**src/skt_pkg.sv**
```systemverilog
`default_nettype none
package skt_pkg;

	localparam int BANK_DEPTH_DEF = 64;
	localparam int KEY_W = 32;
	localparam int PAY_W = 16;
	localparam int POS_W = 6;
	localparam int STEP_W = 5;

	localparam logic [1:0] OP_STORE_NORMAL = 2'd0;
	localparam logic [1:0] OP_STORE_ISO = 2'd1;
	localparam logic [1:0] OP_RELEASE = 2'd2;
	localparam logic [1:0] OP_LOOKUP = 2'd3;

	localparam logic [1:0] ST_OK = 2'd0;
	localparam logic [1:0] ST_NOT_FOUND = 2'd1;
	localparam logic [1:0] ST_FULL = 2'd2;
	localparam logic [1:0] ST_DUP = 2'd3;

	typedef struct packed {
		logic [1:0] opcode;
		logic [KEY_W-1:0] key_id;
		logic [PAY_W-1:0] payload_in;
	} in_word_t;

	typedef struct packed {
		logic [1:0] status;
		logic hit_bank;
		logic [POS_W-1:0] position;
		logic [PAY_W-1:0] payload_out;
	} out_word_t;

	typedef enum logic [3:0] {
		C_NEVER,
		C_ALWAYS,
		C_NO_REQ,
		C_SEARCH_DONE,
		C_IS_FIND,
		C_FOUND,
		C_FULL,
		C_PTR_LE_LO,
		C_BANK_ISO,
		C_IS_LOOKUP,
		C_PTR_AT_TOP,
		C_OUT_BUSY
	} cond_sel_t;

	typedef struct packed {
		logic no_req;
		logic search_done;
		logic is_find;
		logic found;
		logic full;
		logic ptr_le_lo;
		logic bank_iso;
		logic is_lookup;
		logic ptr_at_top;
		logic out_busy;
	} cond_t;

	typedef struct packed {
		logic init;
		logic probe;
		logic cmp;
		logic up_set;
		logic up_rd;
		logic up_wr;
		logic ins_wr;
		logic next_bank;
		logic ptr_lo;
		logic dn_rd;
		logic dn_wr;
		logic dec;
		logic emit;
	} act_t;

	typedef struct packed {
		logic [1:0] status;
		logic pos_sel;
		logic pay_sel;
		logic bank_sel;
	} res_t;

	typedef struct packed {
		cond_sel_t cond;
		logic [STEP_W-1:0] target;
		logic done;
		act_t act;
		res_t res;
	} ctrl_t;

	localparam logic [STEP_W-1:0] S_IDLE = 5'd0;
	localparam logic [STEP_W-1:0] S_PROBE = 5'd1;
	localparam logic [STEP_W-1:0] S_CMP = 5'd2;
	localparam logic [STEP_W-1:0] S_DISPATCH = 5'd3;
	localparam logic [STEP_W-1:0] S_DUP_CHK = 5'd4;
	localparam logic [STEP_W-1:0] S_FULL_CHK = 5'd5;
	localparam logic [STEP_W-1:0] S_UP_SET = 5'd6;
	localparam logic [STEP_W-1:0] S_UP_RD = 5'd7;
	localparam logic [STEP_W-1:0] S_UP_WR = 5'd8;
	localparam logic [STEP_W-1:0] S_INS_WR = 5'd9;
	localparam logic [STEP_W-1:0] S_FIND_CHK = 5'd10;
	localparam logic [STEP_W-1:0] S_MISS_CHK = 5'd11;
	localparam logic [STEP_W-1:0] S_SWITCH = 5'd12;
	localparam logic [STEP_W-1:0] S_HIT = 5'd13;
	localparam logic [STEP_W-1:0] S_DN_RD = 5'd14;
	localparam logic [STEP_W-1:0] S_DN_WR = 5'd15;
	localparam logic [STEP_W-1:0] S_DN_END = 5'd16;
	localparam logic [STEP_W-1:0] S_E_DUP = 5'd17;
	localparam logic [STEP_W-1:0] S_E_FULL = 5'd18;
	localparam logic [STEP_W-1:0] S_E_OK = 5'd19;
	localparam logic [STEP_W-1:0] S_E_FOUND = 5'd20;
	localparam logic [STEP_W-1:0] S_E_NF = 5'd21;

	// microcode program: one control word per step
	function automatic ctrl_t ucode_rom(input logic [STEP_W-1:0] step);
		ctrl_t w;
		w = '0;
		w.cond = C_NEVER;
		case (step)
			S_IDLE: begin
				w.act.init = 1'b1;
				w.cond = C_NO_REQ;
				w.target = S_IDLE;
			end
			S_PROBE: begin
				w.act.probe = 1'b1;
				w.cond = C_SEARCH_DONE;
				w.target = S_DISPATCH;
			end
			S_CMP: begin
				w.act.cmp = 1'b1;
				w.cond = C_ALWAYS;
				w.target = S_PROBE;
			end
			S_DISPATCH: begin
				w.cond = C_IS_FIND;
				w.target = S_FIND_CHK;
			end
			S_DUP_CHK: begin
				w.cond = C_FOUND;
				w.target = S_E_DUP;
			end
			S_FULL_CHK: begin
				w.cond = C_FULL;
				w.target = S_E_FULL;
			end
			S_UP_SET: begin
				w.act.up_set = 1'b1;
			end
			S_UP_RD: begin
				w.act.up_rd = 1'b1;
				w.cond = C_PTR_LE_LO;
				w.target = S_INS_WR;
			end
			S_UP_WR: begin
				w.act.up_wr = 1'b1;
				w.cond = C_ALWAYS;
				w.target = S_UP_RD;
			end
			S_INS_WR: begin
				w.act.ins_wr = 1'b1;
				w.cond = C_ALWAYS;
				w.target = S_E_OK;
			end
			S_FIND_CHK: begin
				w.cond = C_FOUND;
				w.target = S_HIT;
			end
			S_MISS_CHK: begin
				w.cond = C_BANK_ISO;
				w.target = S_E_NF;
			end
			S_SWITCH: begin
				w.act.next_bank = 1'b1;
				w.cond = C_ALWAYS;
				w.target = S_PROBE;
			end
			S_HIT: begin
				w.act.ptr_lo = 1'b1;
				w.cond = C_IS_LOOKUP;
				w.target = S_E_FOUND;
			end
			S_DN_RD: begin
				w.act.dn_rd = 1'b1;
				w.cond = C_PTR_AT_TOP;
				w.target = S_DN_END;
			end
			S_DN_WR: begin
				w.act.dn_wr = 1'b1;
				w.cond = C_ALWAYS;
				w.target = S_DN_RD;
			end
			S_DN_END: begin
				w.act.dec = 1'b1;
				w.cond = C_ALWAYS;
				w.target = S_E_FOUND;
			end
			S_E_DUP: begin
				w.act.emit = 1'b1;
				w.cond = C_OUT_BUSY;
				w.target = S_E_DUP;
				w.done = 1'b1;
				w.res.status = ST_DUP;
				w.res.pos_sel = 1'b1;
				w.res.bank_sel = 1'b1;
			end
			S_E_FULL: begin
				w.act.emit = 1'b1;
				w.cond = C_OUT_BUSY;
				w.target = S_E_FULL;
				w.done = 1'b1;
				w.res.status = ST_FULL;
				w.res.bank_sel = 1'b1;
			end
			S_E_OK: begin
				w.act.emit = 1'b1;
				w.cond = C_OUT_BUSY;
				w.target = S_E_OK;
				w.done = 1'b1;
				w.res.status = ST_OK;
				w.res.pos_sel = 1'b1;
				w.res.bank_sel = 1'b1;
			end
			S_E_FOUND: begin
				w.act.emit = 1'b1;
				w.cond = C_OUT_BUSY;
				w.target = S_E_FOUND;
				w.done = 1'b1;
				w.res.status = ST_OK;
				w.res.pos_sel = 1'b1;
				w.res.pay_sel = 1'b1;
				w.res.bank_sel = 1'b1;
			end
			S_E_NF: begin
				w.act.emit = 1'b1;
				w.cond = C_OUT_BUSY;
				w.target = S_E_NF;
				w.done = 1'b1;
				w.res.status = ST_NOT_FOUND;
			end
			default: begin
				w.done = 1'b1;
			end
		endcase
		return w;
	endfunction

endpackage
`default_nettype wire

```
**src/skt_seq.sv**
```systemverilog
`default_nettype none
module skt_seq (
	input  wire logic          clk,
	input  wire logic          arst_n,
	input  wire skt_pkg::cond_t cond,
	output skt_pkg::ctrl_t     ctrl
);
	import skt_pkg::*;

	logic [STEP_W-1:0] step_q;
	logic take;

	assign ctrl = ucode_rom(step_q);

	always_comb begin
		case (ctrl.cond)
			C_NEVER:       take = 1'b0;
			C_ALWAYS:      take = 1'b1;
			C_NO_REQ:      take = cond.no_req;
			C_SEARCH_DONE: take = cond.search_done;
			C_IS_FIND:     take = cond.is_find;
			C_FOUND:       take = cond.found;
			C_FULL:        take = cond.full;
			C_PTR_LE_LO:   take = cond.ptr_le_lo;
			C_BANK_ISO:    take = cond.bank_iso;
			C_IS_LOOKUP:   take = cond.is_lookup;
			C_PTR_AT_TOP:  take = cond.ptr_at_top;
			C_OUT_BUSY:    take = cond.out_busy;
			default:       take = 1'b0;
		endcase
	end

	always_ff @(posedge clk or negedge arst_n) begin
		if (!arst_n) begin
			step_q <= S_IDLE;
		end else if (take) begin
			step_q <= ctrl.target;
		end else if (ctrl.done) begin
			step_q <= S_IDLE;
		end else begin
			step_q <= step_q + STEP_W'(1);
		end
	end

endmodule
`default_nettype wire

```
**config.mk**
```make
export PLATFORM = sky130hd
export DESIGN_NAME = skt_seq
export DESIGN_NICKNAME = d
export VERILOG_FILES = /design/src/skt_pkg.sv /design/src/skt_seq.sv
export SDC_FILE = /design/constraint.sdc
export NUM_CORES = 1
export LEC_CHECK = 0
export BUFFER_PORTS_ARGS = -buffer_cell sky130_fd_sc_hd__clkbuf_2
export CAP_MARGIN = 20
export CORE_ASPECT_RATIO = 0.8
export CORE_MARGIN = 2
export CORE_UTILIZATION = 49
export CTS_CLUSTER_SIZE = 10
export DETAILED_ROUTE_END_ITERATION = 7
export PLACE_DENSITY = 0.78
export SKIP_CTS_REPAIR_TIMING = 1
export SLEW_MARGIN = 20
export SYNTH_ARGS = -nofsm -noshare
export SYNTH_HDL_FRONTEND = slang
export SYNTH_SLANG_ARGS = --single-unit
```
**constraint.sdc**
```tcl
create_clock -name clk -period 3.13 [get_ports clk]
set_input_delay 0.1565 -clock clk [delete_from_list [all_inputs] [get_ports clk]]
set_output_delay 0.1565 -clock clk [all_outputs]
set_load 0.005 [all_outputs]
```
**Word-level counts from Yosys, hierarchy flattened**

Cells that the tools add are included.

- Register bits: 5
- Latch bits: 0
- Memory bits (writable): 0
- ROM bits: 0
- Output and inout port bits: 28
- Logic and storage cells: 61
- Memories: 0

- Add/subtract/negate cells: 1
- Multiply operators: 0
- Divide/modulo/power cells: 0
- $lt $le $gt $ge: 0
- Eq/ne operators: 32
- Shift-type cells: 0
- Mux-type cells: 21
- Bitwise operators: 0
- Reduce and logical (&&, ||, !) cells: 6

Operator list:

| cell | number |
|---|---|
| 9-bit case mux with 20 select lines | 1 |
| 5-bit by 4-bit equality test with 1-bit output (second input constant) | 8 |
| 5-bit equality test (second input constant) | 6 |
| 5-bit by 3-bit equality test with 1-bit output (second input constant) | 4 |
| 17-bit OR reduction | 1 |
| 4-bit by 3-bit equality test with 1-bit output (second input constant) | 4 |
| 4-bit equality test (second input constant) | 4 |
| 1-bit 2-to-1 mux | 16 |
| 3-bit case mux with 4 select lines | 1 |
| 1-bit case mux with 11 select lines | 1 |
| 5-bit by 2-bit equality test with 1-bit output (second input constant) | 2 |
| 5-bit 2-to-1 mux | 2 |
| 4-bit by 2-bit equality test with 1-bit output (second input constant) | 2 |
| 5-bit by 1-bit adder with 5-bit output (second input constant) | 1 |
| 5-bit by 1-bit equality test with 1-bit output (second input constant) | 1 |
| 5-bit zero test | 1 |
| 4-bit by 1-bit equality test with 1-bit output (second input constant) | 1 |
| 2-bit OR reduction | 2 |
| 4-bit OR reduction | 1 |
| 3-bit OR reduction | 1 |

**Logic depth before layout (Yosys ltp)**

- Depth in word-level cells: 6
- Depth in mapped cells: 11

**Least setup slack after synthesis**

OpenSTA, ideal clock, no wires.

- Path type: flip-flop to flip-flop
- From: register step_q[3]
- To: register step_q[0]
- Library setup time: 0.125 ns
- Arrival: 2.573 ns
- Required time: 3.005 ns
- Setup slack: 0.432 ns
- Stages on the path, launching flop included: 11
- Buffers on the path: 2
- Clock period less this slack: 2.698 ns
- Path through: dfrtp_1 buf_6 clkbuf_1 nand2_1 nor2_1 ha_1 a2111oi_4 or2_1 a2111o_1 o211ai_4 mux2_4

- Cells in the longest elaborated chain, start to end: 6
- Elaborated cells on any way between the ends: 39

RTL lines:

| item | RTL line | source |
|---|---|---|
| start, declared | skt_seq.sv:10 | `logic [STEP_W-1:0] step_q;` |
| start signal, assigned | skt_seq.sv:37 | `step_q <= ctrl.target;` |
| start signal, assigned | skt_seq.sv:41 | `step_q <= step_q + STEP_W'(1);` |
| 5-bit by 4-bit equality test with 1-bit output or 5-bit by 2-bit equality test with 1-bit output (tied branches) | skt_pkg.sv:120 | `case (step)` |
| 2-bit OR reduction (no source line) | -- |  |
| 9-bit case mux with 20 select lines | skt_pkg.sv:120 |  |
| 4-bit equality test, or another cell as far along | skt_seq.sv:16 | `case (ctrl.cond)` |
| 1-bit case mux with 11 select lines | skt_seq.sv:16 |  |
| 5-bit 2-to-1 mux (*) | skt_seq.sv:36 | `end else if (take) begin` |

Every way passes the cells marked *; elsewhere a longest branch is shown, timed or not.

**Worst setup path after layout**

- From: register step_q[0]
- To: register step_q[2]

Same word-level chain as after synthesis.

==> results.cfg <==
[worst_setup_path]
critPathMostFrequentCell = ha_1
cp-start-kind = register
cpPeakStageDelay_ns = 0.47
worstPathCellList = ha_1 > inv_1 > nor2_1 > ha_1 > a2111oi_4 > or2_1 > a2111o_1 > o211ai_4 > mux2_4
crit_family = adder cells
crit_fanout = 8
critPathArrivalTime_ns = 3.03
cp.required_ns = 3.26
crit_type = register to register
cp_slowest_cell = ha_1
critical_path_buf_inv_count = 1
endpoint_kind = register

[finish]
multi_input_area_sq_um = 840
final_core_util_pct = 61.8
final_area_sq_um = 1300
area.growth.synth_to_final_pct = 22.8
drive_gt1_share_pct = 35.9
n_antenna_cell = 0
fin_nets = 202
largest_reg_flops = 5
top_register = step_q
regArea_sq_um = 125
fill_cells = 190
top_regs = step_q (5)

[timing]
worst_slew_pin_slew_ns = 0.609
slew_headroom_pct = 59.4
period_needed_ns = 2.91
hold_violations = 0
tns_ns = 0
worst_slack_ns = 0.222
setup_viol = 0
fin_crit_sh_pct = 92.9
max_freq_mhz = 344
skew_ns = 0.00536
rsz0062_at_grt = false
drv_slew = 0

[clock_network]
cts_tree = done
numCtsBuffers = 3
path_clk_slew_ns = 0.05
cts_max_level = 1
cts_root_buf = clkbuf_4
clock-sinks = 5
ctsLongestPathBuffers = 2
clk_latency_ns = 0.25

[route]
drt_iter0_drc = 71
wl_per_cell_um = 15.0
drt_drc_violations_left = 0
ant_nets = 0
vias = 1251
vias_per_cell = 5.99
dr.pass1.iters = 4
drt-total-wl_um = 3140

[floorplanning]
dieWidth_um = 55.9
die_h_um = 45.5
ios = 40
fp.coreArea_sq_um = 2100
start_util_pct = 50.3
dieArea_sq_um = 2550
fp-row-count = 15

[synth]
synthArstFlopShare_pct = 100
synthTopCellsByArea = dfrtp_1, mux2_4, nand2_1, nor2_1, ha_1
syn_nets = 162
syn-cell-area_sq_um = 1060
synth_edf_count = 0
yosysSeqAreaShare_pct = 11.8
yosys.area.top_type_share_pct = 11.8
postSynth.topFlopCell = dfrtp_1
postSynthCellCount = 145
ys_ff_latch = 5
synth_common_cells = nand2_1, nor2_1, a21oi_1
synth_area_leader_cell = dfrtp_1
synth.most_common_cell = nand2_1
ys_types = 43
avgSynthCellArea_sq_um = 7.29
ys_warn_count = 0

[place]
placed_cell_area_sq_um = 1260
place_congestion = 0.884
portBuffers = 39
dp_hpwl_um = 2460
place_ws_ns = 0.256

[min_path]
worst_hold_path_type = input pin to asynchronous set/reset pin

[global_routing]
grt_max_degree = 19
globalRouteOverflowTotal = 0
antenna_found_initial = 0
grtUsageTotal_pct = 24.8
grt_pass1_vias = 1068
grt_pass1_wl_um = 5010

[power_and_ir_drop]
p_per_area_nw_per_um2 = 1130
p_leak_uw = 0.000622
ir_worst_vdd_uv = 677

[flow_run]
max_cap_violations = 0

[outcome]
status = finished clean
[cell usage in the layout, fill, tap and decap left out, drive strengths merged]
cell	count
nor4	2
nor3	9
a2111oi	3
a2111o	1
dfrtp	5
mux2i	1
inv	9
xor2	2
o211ai	1
a21o	1
dlygate4sd3	1
xnor2	2
nand2b	8
o32ai	1
clkbuf	43
o22ai	3
or3b	1
a211oi	3
a21oi	11
buf	5
nor2	20
o21a	1
a211o	1
a22oi	1
o21ai	5
nand3	2
ha	5
a32o	1
nor2b	4
or2	4
and2	1
o221ai	3
nand2	19
mux2	5
[kinds of logic after synthesis]
family,synth area share (%)
flops,11.8
xor+xnor,3.31
simple gates,34.2
mux,8.05
compound gates,27.9
buf+inv,8.76
fa+ha+maj,5.92
[path summary, 6_finish.rpt]
check | start | to | slack (ns) | depth (start not counted)
min | arst_n | step_q[1] | 0.25 | 2
max | step_q[0] | step_q[2] | 0.22 | 9
min in group clk | cond[9] | step_q[0] | 0.58 | 5
min reg2reg | step_q[0] | step_q[0] | 0.73 | 2
max reg2reg | step_q[0] | step_q[2] | 0.22 | 9
max in group asynchronous | arst_n | step_q[2] | 2.74 | 2
[routing by layer]
metal | vias up | track usage, % | part of all wire (%)
met2 | 72 | 41.4 | 47
met5 | - | 0 | 0
met3 | 4 | 4.26 | 11
met4 | 0 | 4.76 | 0.76
li1 | 592 | - | -
met1 | 583 | 34.5 | 41
[cell type report]
| type | count | share of cell area (%) |
|---|---|---|
| multi-input cells | 121 | 64.6 |
| well taps | 25 | 2.41 |
| clock buffers | 4 | 2.02 |
| repair buffers | 45 | 18.7 |
| flip-flops and latches | 5 | 9.63 |
| inverters | 9 | 2.60 |
[power breakdown]
group	internal, uW	switching (uW)
registers	91.0	55.9
clock network	48.3	27.7
logic	562	677
[metrics by stage]
step                      hold slack [ns]  cells  power, uW
after floorplan                    -0.139    145       1070
after global placement            -0.0250    204       1330
after detailed placement          -0.0235    204       1370
after CTS                          -0.285    208       1450
after global routing                0.273    209       1560
final                               0.253    209       1460
(Power assumes the default switching activity.)
